### src/hdl/csim_pkg.sv
`timescale 1ns / 1ps

package csim_pkg;

  localparam int ACC_W  = 48;
  localparam int DATA_W = 16;
  localparam int PROD_W = 2 * ACC_W;
  localparam int DVD_W  = ACC_W + DATA_W - 1;
  localparam int CNT_W  = 6;

  localparam logic [ACC_W-1:0] NORM_MAX = {1'b0, {(ACC_W-1){1'b1}}};
  localparam logic [ACC_W-1:0] DOT_MAX  = {1'b0, {(ACC_W-1){1'b1}}};
  localparam logic [ACC_W-1:0] DOT_MIN  = {1'b1, {(ACC_W-1){1'b0}}};

  localparam logic [DATA_W-1:0] SIM_MAX = 16'h7fff;
  localparam logic [DATA_W-1:0] SIM_MIN = 16'h8000;

  localparam logic [CNT_W-1:0] MUL_LAST   = 6'd3;
  localparam logic [CNT_W-1:0] SQRT_FIRST = 6'd47;
  localparam logic [CNT_W-1:0] DIV_FIRST  = 6'd62;

  typedef enum logic {
    ST_ACC,
    ST_CALC
  } top_state_t;

  typedef enum logic [2:0] {
    CS_IDLE,
    CS_MUL,
    CS_SQRT,
    CS_DIV,
    CS_FIN,
    CS_DONE
  } calc_state_t;

  typedef struct packed {
    logic start;
    logic ack;
  } calc_ctl_t;

  typedef struct packed {
    logic              done;
    logic [DATA_W-1:0] sim;
  } calc_sts_t;

endpackage

### src/hdl/csim_calc.sv
`timescale 1ns / 1ps

module csim_calc (
  input  logic                              clk,
  input  logic                              rst_n,
  input  csim_pkg::calc_ctl_t               ctl,
  input  logic        [csim_pkg::ACC_W-1:0] norm_a,
  input  logic        [csim_pkg::ACC_W-1:0] norm_b,
  input  logic signed [csim_pkg::ACC_W-1:0] dot,
  output csim_pkg::calc_sts_t               sts
);
  import csim_pkg::*;

  calc_state_t       state_r, state_nxt;
  logic [CNT_W-1:0]  cnt_r, cnt_nxt;
  logic [PROD_W-1:0] prod_r, prod_nxt;
  logic [ACC_W+15:0] pp_r, pp_nxt;
  logic [49:0]       rem_r, rem_nxt;
  logic [ACC_W-1:0]  root_r, root_nxt;
  logic [DVD_W-1:0]  dvd_r, dvd_nxt;
  logic [15:0]       q_r, q_nxt;
  logic              ovf_r, ovf_nxt;
  logic              neg_r, neg_nxt;
  logic [15:0]       sim_r, sim_nxt;

  logic [15:0]       b_chunk;
  logic [PROD_W-1:0] pp_sh;
  logic [51:0]       sub_a, sub_b;
  logic [52:0]       diff;
  logic              ge;
  logic [ACC_W-1:0]  mag;

  // shared compare-subtract for root and quotient steps
  assign diff = {1'b0, sub_a} - {1'b0, sub_b};
  assign ge   = ~diff[52];
  assign mag  = dot[ACC_W-1] ? ACC_W'(-dot) : ACC_W'(dot);

  always_comb begin
    case (cnt_r[1:0])
      2'd0:    b_chunk = norm_b[15:0];
      2'd1:    b_chunk = norm_b[31:16];
      default: b_chunk = norm_b[47:32];
    endcase
    case (cnt_r[1:0])
      2'd1:    pp_sh = {32'b0, pp_r};
      2'd2:    pp_sh = {16'b0, pp_r, 16'b0};
      2'd3:    pp_sh = {pp_r, 32'b0};
      default: pp_sh = '0;
    endcase
    if (state_r == CS_SQRT) begin
      sub_a = {rem_r, prod_r[PROD_W-1:PROD_W-2]};
      sub_b = {2'b0, root_r, 2'b01};
    end else begin
      sub_a = {3'b0, rem_r[ACC_W-1:0], dvd_r[DVD_W-1]};
      sub_b = {4'b0, root_r};
    end
  end

  always_ff @(posedge clk) begin
    if (!rst_n) begin
      state_r <= CS_IDLE;
    end else begin
      state_r <= state_nxt;
    end
    cnt_r  <= cnt_nxt;
    prod_r <= prod_nxt;
    pp_r   <= pp_nxt;
    rem_r  <= rem_nxt;
    root_r <= root_nxt;
    dvd_r  <= dvd_nxt;
    q_r    <= q_nxt;
    ovf_r  <= ovf_nxt;
    neg_r  <= neg_nxt;
    sim_r  <= sim_nxt;
  end

  always_comb begin
    state_nxt = state_r;
    cnt_nxt   = cnt_r;
    prod_nxt  = prod_r;
    pp_nxt    = pp_r;
    rem_nxt   = rem_r;
    root_nxt  = root_r;
    dvd_nxt   = dvd_r;
    q_nxt     = q_r;
    ovf_nxt   = ovf_r;
    neg_nxt   = neg_r;
    sim_nxt   = sim_r;
    unique case (state_r)
      CS_IDLE: begin
        if (ctl.start) begin
          state_nxt = CS_MUL;
          cnt_nxt   = '0;
          prod_nxt  = '0;
        end
      end
      CS_MUL: begin
        pp_nxt   = norm_a * b_chunk;
        prod_nxt = prod_r + pp_sh;
        if (cnt_r == MUL_LAST) begin
          state_nxt = CS_SQRT;
          cnt_nxt   = SQRT_FIRST;
          rem_nxt   = '0;
          root_nxt  = '0;
        end else begin
          cnt_nxt = cnt_r + 1'b1;
        end
      end
      CS_SQRT: begin
        rem_nxt  = ge ? diff[49:0] : sub_a[49:0];
        root_nxt = {root_r[ACC_W-2:0], ge};
        prod_nxt = {prod_r[PROD_W-3:0], 2'b00};
        cnt_nxt  = cnt_r - 1'b1;
        if (cnt_r == '0) begin
          if (root_nxt == '0) begin
            state_nxt = CS_FIN;
          end else begin
            state_nxt = CS_DIV;
            cnt_nxt   = DIV_FIRST;
            rem_nxt   = '0;
            dvd_nxt   = {mag, 15'b0};
            neg_nxt   = dot[ACC_W-1];
            q_nxt     = '0;
            ovf_nxt   = 1'b0;
          end
        end
      end
      CS_DIV: begin
        rem_nxt = ge ? {2'b0, diff[ACC_W-1:0]} : {2'b0, sub_a[ACC_W-1:0]};
        q_nxt   = {q_r[14:0], ge};
        ovf_nxt = ovf_r | q_r[15];
        dvd_nxt = {dvd_r[DVD_W-2:0], 1'b0};
        cnt_nxt = cnt_r - 1'b1;
        if (cnt_r == '0) begin
          state_nxt = CS_FIN;
        end
      end
      CS_FIN: begin
        if (root_r == '0) begin
          sim_nxt = '0;
        end else if (neg_r) begin
          sim_nxt = (ovf_r || (q_r[15] && (q_r[14:0] != '0))) ? SIM_MIN : 16'(16'd0 - q_r);
        end else begin
          sim_nxt = (ovf_r || q_r[15]) ? SIM_MAX : q_r;
        end
        state_nxt = CS_DONE;
      end
      CS_DONE: begin
        if (ctl.ack) begin
          state_nxt = CS_IDLE;
        end
      end
      default: state_nxt = CS_IDLE;
    endcase
  end

  assign sts.done = (state_r == CS_DONE);
  assign sts.sim  = sim_r;

endmodule

### config.mk
export PLATFORM = sky130hd
export DESIGN_NAME = csim_calc
export DESIGN_NICKNAME = d
export VERILOG_FILES = /design/src/hdl/csim_pkg.sv /design/src/hdl/csim_calc.sv
export SDC_FILE = /design/constraint.sdc
export NUM_CORES = 2
export LEC_CHECK = 0
export ABC_AREA = 1
export BUFFER_PORTS_ARGS = -buffer_cell sky130_fd_sc_hd__buf_2
export CORE_MARGIN = 5
export CORE_UTILIZATION = 51
export CTS_CLUSTER_SIZE = 40
export DETAILED_ROUTE_END_ITERATION = 12
export HOLD_SLACK_MARGIN = 0.1
export PLACE_DENSITY = 0.67
export SLEW_MARGIN = 10
export SYNTH_ARGS = -nofsm -noshare
export SYNTH_HDL_FRONTEND = slang
export SYNTH_SLANG_ARGS = --single-unit
### constraint.sdc
create_clock -name clk -period 13.15 [get_ports clk]
set_input_delay 1.315 -clock clk [delete_from_list [all_inputs] [get_ports clk]]
set_output_delay 1.315 -clock clk [all_outputs]
set_load 0.1 [all_outputs]
==> metrics <==
Hold/Removal Path Class reg -> reg; CTS tree built; Core Rows 121; CP Data Arrival Time 9.83 ns; Post-Route Utilization 0.5455; H-tree depth 2; Fmax 105.7 MHz; Post-synth EDFFs 346; CTS root buf clkbuf_16; reg2reg end pp_r[52]; Hold Fails Final Rpt 0; # hold bufs at CTS 0; Synth cell types 52; clock buffer depth 3; Setup Crit Path Kind reg -> reg; metal3 WL 18.01 mm; initial antenna violation count 5; Synth top area share 0.2318; DP Area 57610 sq um; max_cap viols 0; R2R Path Start cnt_r[0]; Finished Cell Area 59210 sq um; grt ovf 0; worst-case reg-to-reg path depth 27; Initial DRC Count 5315; core area 108600 sq um; Final GP Congestion 1.020; Post-synth top cells 2466 x nand2_1, 1624 x inv_1, 920 x nor2_1; hold path depth 2; WP data required 13.53 ns; die height 340.2 um; Total Wirelength 204.0 mm; CTS Sinks 349; first-pass GRT wire length 308.6 mm; Crit Path Max Fanout 38; Syn Std Cell Area 55610 sq um; Final min period 9.458 ns; Cells after Synth 8085; total CTS buffers 47; hold endpoint dvd_r[58]; met2 WL 91.11 mm; flops & latches, synth 349; leading area contributor after synthesis fa_1; post-detail-place hpwl 163.9 mm; asr flop ratio synth 0; PostCTS Resize Cnt 0; max layer used met4; Hold Crit Start dvd_r[57]; routed via count 53480; via-per-instance ratio 5.591; Initial Utilization 0.5123; Net Count, Synth 9165; Die Width 340.2 um; vias in the first global route 53050; die area 115700 sq um; Reg2Reg Setup Slack 3.69 ns; RSZ-0062 raised after global routing false; startpoint types flop; period utilization 0.7192; CTS clk-pin slew, worst paths 0.06 ns; DR DRC count 0; max-slew violation count 0; later-pin clock latency in the skew report 0.64 ns; Primary FF master, synth edfxtp_1; setup violators final 0; ratio of cells with drive above 1 in the final layout 0.04272; # Post-CTS Setup Buffers 0; most common cell in the netlist nand2_1; Slew HR 0.2134; status finished clean; IO Port Bufs 164; Seq/Total Area, Yosys 0.1879; setup TNS 0 ns; WL/cell 21.32 um; Worst Skew 0.02723 ns; Least-Margin Pin Slew 1.180 ns; Post-DRT Antenna Nets 0; synth top area cells fa_1 23%, edfxtp_1 19%, nand2_1 17%; Syn Area/Cell 6.878 sq um; Boundary Pins 165; Worst setup EP type flop; P&R area growth vs syn 6.475%; Tot GR Track Use 0.3463; TritonRoute pass-1 iters 6; Metal-1 WL 83.74 mm; Yosys warnings 0; largest net degree at the start of global routing 78; Final #Nets 9189
logic make-up after synthesis:
kind of cell             count (synthesis)  synth area share
AO/OA/AOI/OAI                          860           0.08390
adder cells (fa/ha/maj)                932            0.2966
AND/OR/NAND/NOR                       3953            0.2851
flip-flops                             349            0.1879
multiplexers                             1         0.0001800
XOR/XNOR                               118           0.01858
buffers and inverters                 1872            0.1277
metrics by stage:
step	setup slack, ns	instances	hold slack (ns)
floorplan	6.198	8085	0.4927
global placement	3.915	9474	0.4982
detailed placement	3.810	9474	0.5021
CTS	3.786	9561	0.5095
global route	3.348	9564	0.5378
finish	3.693	9565	0.5061
area by class of cell:
cell class	count	area (sq um)
fill	10980	49340
multi-input combinational	5864	38100
sequential	349	10450
inverter	1645	6177
tap	1414	1769
clock buffer	59	1272
timing repair buffer	202	1106
clock inverter	28	325.3
antenna	4	10.01
layout by cell type, fill, tap and decap left out, drive strengths merged, types with 59 or more instances in the layout:
cell type  netlist  layout
nor2           926     926
clkbuf         180      59
inv           1634    1638
ha             288     288
edfxtp         346     346
o21ai          340     340
buf             47     202
a21oi          390     390
nand4           97      97
nand2         2471    2471
xor2            75      75
fa             644     644
nand3          323     323
per-layer routing:
layer	global-route usage	vias up
li1	-	24860
met1	0.4669	25590
met2	0.5526	2493
met3	0.05610	542
met4	0.1572	0
met5	0	-
critical path, cell delays in order, from the launching register on:
cell      delay, ns
edfxtp_1       0.46
inv_1          0.17
ha_1           0.70
nor2_4         0.22
inv_1          0.33
or2_2          0.17
nand2_1        0.43
inv_2          0.92
nand2_1        0.22
fa_1           0.60
inv_1          0.06
fa_1           0.53
inv_1          0.05
fa_1           0.52
inv_1          0.06
fa_1           0.49
fa_1           0.50
inv_1          0.05
fa_1           0.47
inv_1          0.04
ha_1           0.37
a21oi_1        0.30
o21ai_0        0.24
a21oi_1        0.54
a21boi_0       0.42
o211ai_1       0.14
nand2_1        0.07
nand2_1        0.06
flip-flops by register name (all words and copies together), names as in the netlist:
name and cells:
prod_r 96, pp_r 64, rem_r 50, dvd_r 48, root_r 48, q_r 16, sim_r 16, cnt_r 6
state_r 3, neg_r 1, ovf_r 1
worst max-delay path by stage:
stage | end | from
2_1_floorplan | pp_r[47] | norm_b[1]
3_3_place_gp | pp_r[52] | cnt_r[0]
3_5_place_dp | pp_r[52] | cnt_r[0]
4_1_cts | pp_r[52] | cnt_r[0]
5_1_grt | pp_r[52] | cnt_r[0]
6_report | pp_r[52] | cnt_r[0]
Power is not shown: default switching activity piles up to over one toggle a cycle in this logic, so the estimate is an artifact.
